File: config.mk
export PLATFORM = sky130hd
export DESIGN_NAME = ramped_speed_pid_torque_slew_top
export DESIGN_NICKNAME = d
export VERILOG_FILES = /design/src/rtl/rspts_pkg.sv /design/src/rtl/ramped_speed_pid_torque_slew_top.sv /design/src/rtl/rspts_ramp.sv /design/src/rtl/rspts_err.sv /design/src/rtl/rspts_pid.sv /design/src/rtl/rspts_slew.sv
export VERILOG_INCLUDE_DIRS = /design/src /design/src/rtl
export SDC_FILE = /design/constraint.sdc
export NUM_CORES = 2
export LEC_CHECK = 0
export BUFFER_PORTS_ARGS = -buffer_cell sky130_fd_sc_hd__buf_2
export CORE_MARGIN = 2
export CORE_UTILIZATION = 42
export CTS_CLUSTER_DIAMETER = 200
export CTS_CLUSTER_SIZE = 8
export DETAILED_ROUTE_END_ITERATION = 12
export PLACE_DENSITY_LB_ADDON = 0.15
export SLEW_MARGIN = 15
export SYNTH_ARGS = -nofsm -noshare
export SYNTH_HDL_FRONTEND = slang
export SYNTH_HIERARCHICAL = 1
export SYNTH_SLANG_ARGS = --single-unit
File: constraint.sdc
create_clock -name aclk -period 16.3 [get_ports aclk]
set_input_delay 2.445 -clock aclk [delete_from_list [all_inputs] [get_ports aclk]]
set_output_delay 2.445 -clock aclk [all_outputs]
set_load 0.02 [all_outputs]
File: src/rtl/ramped_speed_pid_torque_slew_top_defines.svh
// assertion macros shared by the speed loop rtl
`ifndef RAMPED_SPEED_PID_TORQUE_SLEW_TOP_DEFINES_SVH
`define RAMPED_SPEED_PID_TORQUE_SLEW_TOP_DEFINES_SVH
`ifndef ASSERT_OFF
// checked while out of reset
`define RSPTS_ASSERT(lbl, prop, msg) \
    lbl: assert property (@(posedge aclk) disable iff (!aresetn) prop) else $error(msg);
// checked on every edge, reset included
`define RSPTS_ASSERT_ALWAYS(lbl, prop, msg) \
    lbl: assert property (@(posedge aclk) prop) else $error(msg);
`else
`define RSPTS_ASSERT(lbl, prop, msg)
`define RSPTS_ASSERT_ALWAYS(lbl, prop, msg)
`endif
`endif

File: src/rtl/rspts_pkg.sv
`default_nettype none
package rspts_pkg;

    // config port
    localparam int CFG_INDEX_W = 3;
    localparam int CFG_DATA_W  = 24;

    localparam logic [CFG_INDEX_W-1:0] REG_PROP_GAIN    = 3'd0;
    localparam logic [CFG_INDEX_W-1:0] REG_INTEG_GAIN   = 3'd1;
    localparam logic [CFG_INDEX_W-1:0] REG_DERIV_GAIN   = 3'd2;
    localparam logic [CFG_INDEX_W-1:0] REG_RAMP_STEP    = 3'd3;
    localparam logic [CFG_INDEX_W-1:0] REG_TORQUE_LIMIT = 3'd4;

    localparam logic [15:0] PROP_GAIN_RST    = 16'd9984;
    localparam logic [15:0] INTEG_GAIN_RST   = 16'd255;
    localparam logic [15:0] DERIV_GAIN_RST   = 16'd127;
    localparam logic [23:0] RAMP_STEP_RST    = 24'd383;
    localparam logic [9:0]  TORQUE_LIMIT_RST = 10'd1000;

    // speed loop runs on the tick after the counter reaches this
    localparam int              LOOP_CNT_W       = 8;
    localparam logic [LOOP_CNT_W-1:0] SPEED_LOOP_LIMIT = 8'd80;

    // q16 speed reference, range about +-2^28
    localparam int REF_W = 30;

    // err = trunc(diff * 2048 / 375); |diff| * ERR_RECIP >> ERR_SHIFT is exact
    // for |diff| < 2^13 since ERR_RECIP = ceil(2^33 / 375)
    localparam int          ERR_RECIP_W = 25;
    localparam logic [ERR_RECIP_W-1:0] ERR_RECIP = 25'd22906493;
    localparam int          ERR_SHIFT   = 22;
    localparam int          ERR_W       = 18;

    typedef struct packed {
        logic [15:0] prop_gain;
        logic [15:0] integ_gain;
        logic [15:0] deriv_gain;
        logic [23:0] ramp_step;
        logic [9:0]  torque_limit;
    } cfg_t;

    typedef struct packed {
        logic regulate;
        logic pid_fire;
    } ctl_t;

    typedef struct packed {
        ctl_t               ctl;
        logic signed [12:0] ref_int;
        logic signed [12:0] measured;
    } ramp_t;

    typedef struct packed {
        ctl_t                   ctl;
        logic signed [12:0]     ref_int;
        logic signed [ERR_W-1:0] err;
    } err_t;

    typedef struct packed {
        ctl_t               ctl;
        logic signed [12:0] ref_int;
        logic signed [10:0] torque_cmd;
    } pid_out_t;

endpackage
`default_nettype wire

File: src/rtl/ramped_speed_pid_torque_slew_top.sv
// after the input reg, a result passes through these registers in order
//   (ramp, error scale, gain products, integrator, torque clamp, slew/output reg)
// throughput: one item per cycle; a stage holds only while the one after it is full and holding
// reset: synchronous active-low aresetn clears valids, speed reference, integrator,
//   previous error, loop counter, torque command and drive output; config regs return to defaults
`default_nettype none
`include "ramped_speed_pid_torque_slew_top_defines.svh"
module ramped_speed_pid_torque_slew_top (
    input  wire                                  aclk,
    input  wire                                  aresetn,
    // config write channel
    input  wire                                  cfg_valid,
    output logic                                 cfg_ready,
    input  wire [rspts_pkg::CFG_INDEX_W-1:0]     cfg_index,
    input  wire [rspts_pkg::CFG_DATA_W-1:0]      cfg_data,
    // tick input
    input  wire                                  s_valid,
    output logic                                 s_ready,
    input  wire                                  s_command,
    input  wire signed [12:0]                    s_target_speed,
    input  wire signed [12:0]                    s_measured_speed,
    // result output
    output logic                                 m_valid,
    input  wire                                  m_ready,
    output logic signed [10:0]                   m_torque_output,
    output logic signed [10:0]                   m_torque_request,
    output logic signed [12:0]                   m_reference_speed
);

    rspts_pkg::cfg_t      cfg_reg;

    // stage handshakes between units
    logic                 ramp_valid;
    logic                 ramp_ready;
    rspts_pkg::ramp_t     ramp_data;
    logic                 err_valid;
    logic                 err_ready;
    rspts_pkg::err_t      err_data;
    logic                 pid_valid;
    logic                 pid_ready;
    rspts_pkg::pid_out_t  pid_data;

    // config writes are always taken; unknown indexes are dropped
    assign cfg_ready = 1'b1;

    always_ff @(posedge aclk) begin
        if (!aresetn) begin
            cfg_reg.prop_gain    <= rspts_pkg::PROP_GAIN_RST;
            cfg_reg.integ_gain   <= rspts_pkg::INTEG_GAIN_RST;
            cfg_reg.deriv_gain   <= rspts_pkg::DERIV_GAIN_RST;
            cfg_reg.ramp_step    <= rspts_pkg::RAMP_STEP_RST;
            cfg_reg.torque_limit <= rspts_pkg::TORQUE_LIMIT_RST;
        end else if (cfg_valid) begin
            unique case (cfg_index)
                rspts_pkg::REG_PROP_GAIN: begin
                    cfg_reg.prop_gain <= cfg_data[15:0];
                end
                rspts_pkg::REG_INTEG_GAIN: begin
                    cfg_reg.integ_gain <= cfg_data[15:0];
                end
                rspts_pkg::REG_DERIV_GAIN: begin
                    cfg_reg.deriv_gain <= cfg_data[15:0];
                end
                rspts_pkg::REG_RAMP_STEP: begin
                    cfg_reg.ramp_step <= cfg_data[23:0];
                end
                rspts_pkg::REG_TORQUE_LIMIT: begin
                    cfg_reg.torque_limit <= cfg_data[9:0];
                end
                default: begin
                end
            endcase
        end
    end

    // input register, reference ramp and loop counter
    rspts_ramp u_ramp (
        .aclk             (aclk),
        .aresetn          (aresetn),
        .cfg              (cfg_reg),
        .s_valid          (s_valid),
        .s_ready          (s_ready),
        .s_command        (s_command),
        .s_target_speed   (s_target_speed),
        .s_measured_speed (s_measured_speed),
        .out_valid        (ramp_valid),
        .out_ready        (ramp_ready),
        .out_data         (ramp_data)
    );

    // speed error scaled to the pid's units
    rspts_err u_err (
        .aclk      (aclk),
        .aresetn   (aresetn),
        .in_valid  (ramp_valid),
        .in_ready  (ramp_ready),
        .in_data   (ramp_data),
        .out_valid (err_valid),
        .out_ready (err_ready),
        .out_data  (err_data)
    );

    // pid with clamped integrator and torque command
    rspts_pid u_pid (
        .aclk      (aclk),
        .aresetn   (aresetn),
        .cfg       (cfg_reg),
        .in_valid  (err_valid),
        .in_ready  (err_ready),
        .in_data   (err_data),
        .out_valid (pid_valid),
        .out_ready (pid_ready),
        .out_data  (pid_data)
    );

    // drive slew and result register
    rspts_slew u_slew (
        .aclk              (aclk),
        .aresetn           (aresetn),
        .in_valid          (pid_valid),
        .in_ready          (pid_ready),
        .in_data           (pid_data),
        .m_valid           (m_valid),
        .m_ready           (m_ready),
        .m_torque_output   (m_torque_output),
        .m_torque_request  (m_torque_request),
        .m_reference_speed (m_reference_speed)
    );

    // input can only back up when a result sits unclaimed at the output
    `RSPTS_ASSERT(a_stall_source,
        !s_ready |-> (m_valid && !m_ready), "input stalled without output backpressure")

endmodule
`default_nettype wire

File: src/rtl/rspts_ramp.sv
`default_nettype none
`include "ramped_speed_pid_torque_slew_top_defines.svh"
module rspts_ramp (
    input  wire                     aclk,
    input  wire                     aresetn,
    input  var rspts_pkg::cfg_t     cfg,
    input  wire                     s_valid,
    output logic                    s_ready,
    input  wire                     s_command,
    input  wire signed [12:0]       s_target_speed,
    input  wire signed [12:0]       s_measured_speed,
    output logic                    out_valid,
    input  wire                     out_ready,
    output rspts_pkg::ramp_t        out_data
);

    localparam int RW = rspts_pkg::REF_W;

    logic                 v0_reg;
    logic                 cmd_reg;
    logic signed [12:0]   tgt_reg;
    logic signed [12:0]   meas_reg;

    logic                 v1_reg;
    rspts_pkg::ramp_t     s1_reg;
    rspts_pkg::ramp_t     s1_next;

    logic signed [RW-1:0] ref_reg;
    logic signed [RW-1:0] ref_next;
    logic [rspts_pkg::LOOP_CNT_W-1:0] cnt_reg;
    logic [rspts_pkg::LOOP_CNT_W-1:0] cnt_next;
    logic [rspts_pkg::LOOP_CNT_W-1:0] cnt_inc;

    logic signed [RW-1:0] goal;
    logic signed [RW-1:0] meas_q;
    logic signed [RW:0]   goal_x;
    logic signed [RW:0]   ref_up;
    logic signed [RW:0]   ref_dn;
    logic                 fire;
    logic                 en0;
    logic                 en1;

    assign en1     = !v1_reg || out_ready;
    assign en0     = !v0_reg || en1;
    assign s_ready = en0;

    always_comb begin
        goal    = {tgt_reg[12], tgt_reg, 16'h0000};
        meas_q  = {meas_reg[12], meas_reg, 16'h0000};
        goal_x  = {goal[RW-1], goal};
        ref_up  = {ref_reg[RW-1], ref_reg} + {7'd0, cfg.ramp_step};
        ref_dn  = {ref_reg[RW-1], ref_reg} - {7'd0, cfg.ramp_step};
        cnt_inc = cnt_reg + 8'd1;
        fire    = cmd_reg && (cnt_inc > rspts_pkg::SPEED_LOOP_LIMIT);

        if (!cmd_reg) begin
            ref_next = meas_q;
        end else if (goal > ref_reg) begin
            ref_next = (ref_up > goal_x) ? goal : ref_up[RW-1:0];
        end else if (goal < ref_reg) begin
            ref_next = (ref_dn < goal_x) ? goal : ref_dn[RW-1:0];
        end else begin
            ref_next = ref_reg;
        end

        if (!cmd_reg) begin
            cnt_next = cnt_reg;
        end else if (fire) begin
            cnt_next = '0;
        end else begin
            cnt_next = cnt_inc;
        end

        s1_next.ctl.regulate = cmd_reg;
        s1_next.ctl.pid_fire = fire;
        s1_next.ref_int      = ref_next[RW-2:16];
        s1_next.measured     = meas_reg;
    end

    always_ff @(posedge aclk) begin
        if (!aresetn) begin
            v0_reg  <= 1'b0;
            v1_reg  <= 1'b0;
            ref_reg <= '0;
            cnt_reg <= '0;
        end else begin
            if (en0) begin
                v0_reg <= s_valid;
            end
            if (en1) begin
                v1_reg <= v0_reg;
            end
            if (en1 && v0_reg) begin
                ref_reg <= ref_next;
                cnt_reg <= cnt_next;
            end
        end
    end

    always_ff @(posedge aclk) begin
        if (en0 && s_valid) begin
            cmd_reg  <= s_command;
            tgt_reg  <= s_target_speed;
            meas_reg <= s_measured_speed;
        end
        if (en1 && v0_reg) begin
            s1_reg <= s1_next;
        end
    end

    assign out_valid = v1_reg;
    assign out_data  = s1_reg;

    `RSPTS_ASSERT(a_fire_clears_count,
        (v1_reg && s1_reg.ctl.pid_fire) |-> (cnt_reg == '0), "loop counter not cleared on pid tick")

endmodule
`default_nettype wire

File: src/rtl/rspts_err.sv
`default_nettype none
module rspts_err (
    input  wire                 aclk,
    input  wire                 aresetn,
    input  wire                 in_valid,
    output logic                in_ready,
    input  var rspts_pkg::ramp_t in_data,
    output logic                out_valid,
    input  wire                 out_ready,
    output rspts_pkg::err_t     out_data
);

    localparam int EW = rspts_pkg::ERR_W;
    localparam int PW = 13 + rspts_pkg::ERR_RECIP_W;

    logic signed [13:0]   diff;
    logic [13:0]          diff_mag;
    logic [PW-1:0]        prod;
    logic [EW-1:0]        err_mag;
    logic signed [EW-1:0] err;
    logic                 v2_reg;
    rspts_pkg::err_t      s2_reg;
    logic                 en2;

    assign en2      = !v2_reg || out_ready;
    assign in_ready = en2;

    // scale speed error by 65536 / 12000, truncating toward zero
    always_comb begin
        diff     = {in_data.ref_int[12], in_data.ref_int}
                 - {in_data.measured[12], in_data.measured};
        diff_mag = diff[13] ? (14'd0 - diff) : diff;
        prod     = diff_mag[12:0] * rspts_pkg::ERR_RECIP;
        err_mag  = {2'b00, prod[PW-1:rspts_pkg::ERR_SHIFT]};
        err      = diff[13] ? (18'd0 - err_mag) : err_mag;
    end

    always_ff @(posedge aclk) begin
        if (!aresetn) begin
            v2_reg <= 1'b0;
        end else if (en2) begin
            v2_reg <= in_valid;
        end
    end

    always_ff @(posedge aclk) begin
        if (en2 && in_valid) begin
            s2_reg.ctl     <= in_data.ctl;
            s2_reg.ref_int <= in_data.ref_int;
            s2_reg.err     <= err;
        end
    end

    assign out_valid = v2_reg;
    assign out_data  = s2_reg;

endmodule
`default_nettype wire

File: src/rtl/rspts_pid.sv
`default_nettype none
`include "ramped_speed_pid_torque_slew_top_defines.svh"
module rspts_pid (
    input  wire                     aclk,
    input  wire                     aresetn,
    input  var rspts_pkg::cfg_t     cfg,
    input  wire                     in_valid,
    output logic                    in_ready,
    input  var rspts_pkg::err_t     in_data,
    output logic                    out_valid,
    input  wire                     out_ready,
    output rspts_pkg::pid_out_t     out_data
);

    localparam int EW = rspts_pkg::ERR_W;

    typedef struct packed {
        rspts_pkg::ctl_t    ctl;
        logic signed [12:0] ref_int;
        logic signed [34:0] prod_p;
        logic signed [34:0] prod_i;
        logic signed [35:0] prod_d;
    } pid3_t;

    typedef struct packed {
        rspts_pkg::ctl_t    ctl;
        logic signed [12:0] ref_int;
        logic signed [36:0] pd_sum;
    } pid4_t;

    logic                 v3_reg;
    logic                 v4_reg;
    logic                 v5_reg;
    pid3_t                s3_reg;
    pid4_t                s4_reg;
    rspts_pkg::pid_out_t  s5_reg;
    logic                 en3;
    logic                 en4;
    logic                 en5;

    logic signed [EW-1:0] prev_err_reg;
    logic signed [26:0]   integ_reg;
    logic signed [26:0]   integ_next;
    logic signed [10:0]   tc_reg;
    logic signed [10:0]   tc_next;

    // stage 3: gain products
    logic signed [16:0]   kp_s;
    logic signed [16:0]   ki_s;
    logic signed [16:0]   kd_s;
    logic signed [EW:0]   delta;
    logic signed [34:0]   prod_p;
    logic signed [34:0]   prod_i;
    logic signed [35:0]   prod_d;

    // stage 4: integrator and p+d
    logic signed [35:0]   integ_sum;
    logic signed [35:0]   lim_q;
    logic signed [35:0]   lim_qn;
    logic signed [36:0]   pd_sum;

    // stage 5: total, scale and clamp
    logic signed [37:0]   total;
    logic signed [21:0]   total_int;
    logic signed [21:0]   lim_t;
    logic signed [21:0]   lim_tn;
    logic signed [10:0]   tc_clamp;

    assign en5      = !v5_reg || out_ready;
    assign en4      = !v4_reg || en5;
    assign en3      = !v3_reg || en4;
    assign in_ready = en3;

    always_comb begin
        kp_s   = {1'b0, cfg.prop_gain};
        ki_s   = {1'b0, cfg.integ_gain};
        kd_s   = {1'b0, cfg.deriv_gain};
        delta  = {in_data.err[EW-1], in_data.err} - {prev_err_reg[EW-1], prev_err_reg};
        prod_p = in_data.err * kp_s;
        prod_i = in_data.err * ki_s;
        prod_d = delta * kd_s;
    end

    always_comb begin
        integ_sum = {s3_reg.prod_i[34], s3_reg.prod_i} + {{9{integ_reg[26]}}, integ_reg};
        lim_q     = {10'd0, cfg.torque_limit, 16'h0000};
        lim_qn    = 36'd0 - lim_q;
        if (!s3_reg.ctl.pid_fire) begin
            integ_next = integ_reg;
        end else if (integ_sum > lim_q) begin
            integ_next = lim_q[26:0];
        end else if (integ_sum < lim_qn) begin
            integ_next = lim_qn[26:0];
        end else begin
            integ_next = integ_sum[26:0];
        end
        pd_sum = {{2{s3_reg.prod_p[34]}}, s3_reg.prod_p} + {s3_reg.prod_d[35], s3_reg.prod_d};
    end

    always_comb begin
        total     = {s4_reg.pd_sum[36], s4_reg.pd_sum} + {{11{integ_reg[26]}}, integ_reg};
        total_int = total[37:16];
        lim_t     = {12'd0, cfg.torque_limit};
        lim_tn    = 22'd0 - lim_t;
        if (total_int > lim_t) begin
            tc_clamp = lim_t[10:0];
        end else if (total_int < lim_tn) begin
            tc_clamp = lim_tn[10:0];
        end else begin
            tc_clamp = total_int[10:0];
        end
        tc_next = s4_reg.ctl.pid_fire ? tc_clamp : tc_reg;
    end

    always_ff @(posedge aclk) begin
        if (!aresetn) begin
            v3_reg       <= 1'b0;
            v4_reg       <= 1'b0;
            v5_reg       <= 1'b0;
            prev_err_reg <= '0;
            integ_reg    <= '0;
            tc_reg       <= '0;
        end else begin
            if (en3) begin
                v3_reg <= in_valid;
            end
            if (en4) begin
                v4_reg <= v3_reg;
            end
            if (en5) begin
                v5_reg <= v4_reg;
            end
            if (en3 && in_valid && in_data.ctl.pid_fire) begin
                prev_err_reg <= in_data.err;
            end
            if (en4 && v3_reg) begin
                integ_reg <= integ_next;
            end
            if (en5 && v4_reg) begin
                tc_reg <= tc_next;
            end
        end
    end

    always_ff @(posedge aclk) begin
        if (en3 && in_valid) begin
            s3_reg.ctl     <= in_data.ctl;
            s3_reg.ref_int <= in_data.ref_int;
            s3_reg.prod_p  <= prod_p;
            s3_reg.prod_i  <= prod_i;
            s3_reg.prod_d  <= prod_d;
        end
        if (en4 && v3_reg) begin
            s4_reg.ctl     <= s3_reg.ctl;
            s4_reg.ref_int <= s3_reg.ref_int;
            s4_reg.pd_sum  <= pd_sum;
        end
        if (en5 && v4_reg) begin
            s5_reg.ctl        <= s4_reg.ctl;
            s5_reg.ref_int    <= s4_reg.ref_int;
            s5_reg.torque_cmd <= tc_next;
        end
    end

    assign out_valid = v5_reg;
    assign out_data  = s5_reg;

    // pid ticks are many items apart, so the integrator is never read stale
    `RSPTS_ASSERT(a_pid_spacing_45,
        !(v4_reg && s4_reg.ctl.pid_fire && v5_reg && s5_reg.ctl.pid_fire), "pid ticks too close")
    `RSPTS_ASSERT(a_pid_spacing_34,
        !(v3_reg && s3_reg.ctl.pid_fire && v4_reg && s4_reg.ctl.pid_fire), "pid ticks too close")

endmodule
`default_nettype wire

File: src/rtl/rspts_slew.sv
`default_nettype none
`include "ramped_speed_pid_torque_slew_top_defines.svh"
module rspts_slew (
    input  wire                         aclk,
    input  wire                         aresetn,
    input  wire                         in_valid,
    output logic                        in_ready,
    input  var rspts_pkg::pid_out_t     in_data,
    output logic                        m_valid,
    input  wire                         m_ready,
    output logic signed [10:0]          m_torque_output,
    output logic signed [10:0]          m_torque_request,
    output logic signed [12:0]          m_reference_speed
);

    logic               valid_reg;
    logic signed [10:0] drive_reg;
    logic signed [10:0] drive_next;
    logic signed [10:0] req_reg;
    logic signed [12:0] ref_reg;
    logic signed [11:0] t_x;
    logic signed [11:0] d_x;
    logic [11:0]        t_mag;
    logic [11:0]        d_mag;
    logic signed [11:0] d_up;
    logic signed [11:0] d_dn;
    logic               en;

    assign en       = !valid_reg || m_ready;
    assign in_ready = en;

    // move by 2 toward the command, or jump when it is not larger; hold while not regulating
    always_comb begin
        t_x   = {in_data.torque_cmd[10], in_data.torque_cmd};
        d_x   = {drive_reg[10], drive_reg};
        t_mag = t_x[11] ? (12'd0 - t_x) : t_x;
        d_mag = d_x[11] ? (12'd0 - d_x) : d_x;
        d_up  = d_x + 12'sd2;
        d_dn  = d_x - 12'sd2;
        if (!in_data.ctl.regulate) begin
            drive_next = drive_reg;
        end else if (t_mag <= d_mag) begin
            drive_next = in_data.torque_cmd;
        end else if (d_x > t_x) begin
            drive_next = (d_dn <= t_x) ? in_data.torque_cmd : d_dn[10:0];
        end else if (d_x < t_x) begin
            drive_next = (d_up >= t_x) ? in_data.torque_cmd : d_up[10:0];
        end else begin
            drive_next = in_data.torque_cmd;
        end
    end

    always_ff @(posedge aclk) begin
        if (!aresetn) begin
            valid_reg <= 1'b0;
            drive_reg <= '0;
        end else begin
            if (en) begin
                valid_reg <= in_valid;
            end
            if (en && in_valid) begin
                drive_reg <= drive_next;
            end
        end
    end

    always_ff @(posedge aclk) begin
        if (en && in_valid) begin
            req_reg <= in_data.torque_cmd;
            ref_reg <= in_data.ref_int;
        end
    end

    assign m_valid           = valid_reg;
    assign m_torque_output   = drive_reg;
    assign m_torque_request  = req_reg;
    assign m_reference_speed = ref_reg;

    `RSPTS_ASSERT(a_slew_step,
        (en && in_valid) |=> (drive_reg == req_reg) || (drive_reg == $past(drive_reg))
        || (drive_reg == $past(drive_reg) + 11'sd2) || (drive_reg == $past(drive_reg) - 11'sd2),
        "drive moved by more than the slew step")

endmodule
`default_nettype wire
# After elaboration in Yosys (flattened, before gate mapping)
# Cells that the tools add are included.
# totals
memories	0
input_bits	59
latch_bits	0
wordCells	138
ramBits	0
romBits	0
out_inout_bits	38
regBits	502
# op_classes
n_bitwise	0
add_sub_neg	16
n_mul	4
muxes	20
n_reduce_logical	33
n_eq_ne	5
div	0
n_lt_le_gt_ge	14
n_shift	0
# ops
cell	count
$mux 30	5
$mux 11	8
$mul 17x17->34	2
$mux 27	2
$add 37x27->38	1
$mul 13x25->38 const B	1
$add 35x36->37	1
$add 35x27->36	1
$gt 36x27->1	1
$lt 36x36->1	1
$mul 19x17->36	1
$add 30x25->31	1
$gt 31x29->1	1
$lt 31x29->1	1
$sub 30x25->31	1
$gt 29x30->1	1
$lt 29x30->1	1
$sub 1x26->27 const A	1
$mux 12	2
$sub 1x11->12 const A	2
$gt 22x11->1	1
$lt 22x22->1	1
$reduce_and 2->1	9
$sub 17x17->18	1
other kinds (24)	45

# Depth between registers and ports, before layout
# logic_depth
word_depth	9
ltp_mapped	40
mapped_depth_nobuf	38

# Modules after synthesis
# The synthesis kept the hierarchy.
# modules_own_cells
mod	instances	cells_per_inst	seq_area_each_um2	area_each_um2
rspts_pid	1	5361	7156.9	49533.8
rspts_ramp	1	981	2452.4	8241.7
rspts_err	1	850	980.9	8079.0
rspts_slew	1	354	960.9	3225.6
ramped_speed_pid_torque_slew_top	1	313	1641.6	3203.1

# Worst setup path after synthesis
# Ideal clock, no wire load.
# synth_path
path_type	input-to-reg
startpoint	in m_ready
endpoint	reg u_pid.prev_err_reg[10]
path_stages	7
n_path_buf	1
t_arrival_ns	10.728
slack_ns	5.450
setup_ns	0.122
required_time_ns	16.178
path_cell_list	nand2b_1 > nor2b_1 > a31oi_1 > nand2_1 > clkbuf_1 > nand2_1 > a21boi_0
# synth_via
elab_chain_cells	6
# synth_lines
item	line_no	text
start: declaration	ramped_speed_pid_torque_slew_top.sv:24	input wire m_ready,
$logic_or 1x1->1	rspts_slew.sv:29	assign en = !valid_reg || m_ready;
$logic_or 1x1->1	rspts_pid.sv:69	assign en5 = !v5_reg || out_ready;
$logic_or 1x1->1	rspts_pid.sv:70	assign en4 = !v4_reg || en5;
$logic_or 1x1->1	rspts_pid.sv:71	assign en3 = !v3_reg || en4;
$logic_and 1x1->1 (2 in a row)	rspts_pid.sv:133	if (en3 && in_valid && in_data.ctl.pid_fire) begin
end signal: assignment	rspts_pid.sv:134	prev_err_reg <= in_data.err;
end: declaration	rspts_pid.sv:41	logic signed [EW-1:0] prev_err_reg;
# No other way between the ends.
# A chain may end at the register's enable or synchronous reset.

# Worst setup path in the final report
# layout_path
startpoint	reg u_err.s2_reg (netlist bit u_err/out_data[0])
endpoint	reg u_pid/s3_reg[35] (netlist name), data pin
# layout_via
elab_chain_cells	2
# layout_lines
item	line_no	text
start: declaration	rspts_err.sv:22	rspts_pkg::err_t s2_reg;
$sub 17x17->18	rspts_pid.sv:78	delta = {in_data.err[EW-1], in_data.err} - {prev_err_reg[EW-1], prev_err_reg};
$mul 19x17->36	rspts_pid.sv:81	prod_d = delta * kd_s;
named net u_pid.prod_d[35]	rspts_pid.sv:54	logic signed [35:0] prod_d;
end: declaration	rspts_pid.sv:34	pid3_t s3_reg;
# The timed path passes the listed nets, and every way through them passes these cells.

==> results.md <==
* CP startpoint kind: flop
* Row count at 152
* Clock latency on the worst-skew pair at 670 ps
* Initial Utilization at 42.2%
* CP max FO at 34
* Clock buffer depth at 3
* Max-Slew Margin vs Limit at 24.5%
* CP max stage cell: fa_1
* Initial DRC Count at 3445
* Synth-to-Final Area Change at 7.00%
* Largest net degree at the start of global routing at 72
* Global-route wire length before repair at 325000 um
* Synthesized instance count at 7858
* Final count of hold timing violations at 0
* Worst Tran Pin Value at 1120 ps
* Initial antenna violation count at 5
* Die area at 0.175 mm^2
* Most frequent cells in the layout: inv_1 (1431), fa_1 (1006), nand2_1 (888)
* Part of the cycle the worst path needs at 67.9%
* Post-synth net total at 9649
* DRC Markers at 0
* Vias in the first global route at 55.9k
* Skew final at 54.0 ps
* Root Driver: clkbuf_16
* Die W at 419 um
* Outcome: completed
* Hold Path Class: flop to flop
* Commonest non-fill, non-tap cell in the layout: inv_1
* Finished Core Util at 45.1%
* Layout cell share with drive strength beyond 1 at 4.58%
* Vias at 54.4k
* CTS tree: done
* Internal reg-to-reg setup slack at 5240 ps
* Avg Inst Size Synth at 9.19 um^2
* CP peak stage delay at 820 ps
* Most used cell along the critical path: fa_1
* CTS Buf Count at 72
* Unrepaired setup endpoints after global routing: no
* WL per Instance at 20.2 um
* Vias per cell at 5.34
* Crit path kind: flop to flop
* Die Y at 419 um
* Yosys warns at 6
* H-tree depth at 3
* Worst EP required at 16730 ps
* Hpwl dp at 165000 um
* Setup Fix Bufs, Post-CTS at 0
* I/O Pins at 97
* CP arrival at 11490 ps
* Critical Path Sink Type: flop
* Buf/Inv on CP at 6
* GRT Total Usage at 23.8%
* Hold buffers post-CTS at 0
* Placer Congestion at 0.933
* Clock-pin slew on the worst setup and hold paths at 70 ps
* Largest register FFs at 121
* Post-route minimum period at 11060 ps
* Buffers on Ports at 95
* Top Family by Delay on Critical Path: adder cells
* Fmax at 90.4 MHz
* CTS resizes at 0
* Nets at 9613
* Final instance area at 0.0773 mm^2
* Setup violations, final at 0
* Total negative slack at 0 ps
* Detailed Routing Iterations Pass 1 at 6
* Area of placed instances at 0.0751 mm^2
* Clock sink count at 503
* Total grt overflow at 0
* Max-slew violation count at 0
* CORE AREA at 0.171 mm^2
* Final ANT Viol Nets at 0
* Syn Std Cell Area at 0.0723 mm^2
* Max Cap Viol at 0
* Post-Route WL at 206000 um
## final cells by class
class	instances	area (um^2)
diodes	1	2.50
flip-flops and latches	503	13200
clock inverters	7	169
repair buffers	178	1100
clock buffers	124	2000
fillers	16500	94000
well taps	2310	2890
inverters	1437	5390
multi-input cells	5630	52600
## path summary, 6_finish.rpt
| path | from | end | cells after the start |
|---|---|---|---|
| max | u_err/out_data[0] | u_pid/s3_reg[35] | 36 |
| min | u_pid/out_data[11] | u_slew/m_reference_speed[0] | 0 |
| max reg2reg | u_err/out_data[0] | u_pid/s3_reg[35] | 36 |
| min reg2reg | u_pid/out_data[11] | u_slew/m_reference_speed[0] | 0 |
## layer usage
layer	global-route usage (%)	vias up	share of wire [%]
li1	-	25500	-
met1	32.9	27300	46
met2	39.4	1253	47
met3	2.14	290	4.0
met4	7.22	2	3.1
met5	0	-	0.0063
## metrics by stage
stage	setup WS (ps)	instances	hold slack [ps]
6_report	5240	10200	395
2_1_floorplan	5450	7858	400
5_1_grt	4440	10200	412
4_1_cts	5350	10200	397
3_3_place_gp	5480	10100	405
3_5_place_dp	5380	10100	405
Power is left out: the tool's default activity adds up to more than one toggle a clock period on the data nets, which glitch-free logic cannot reach.
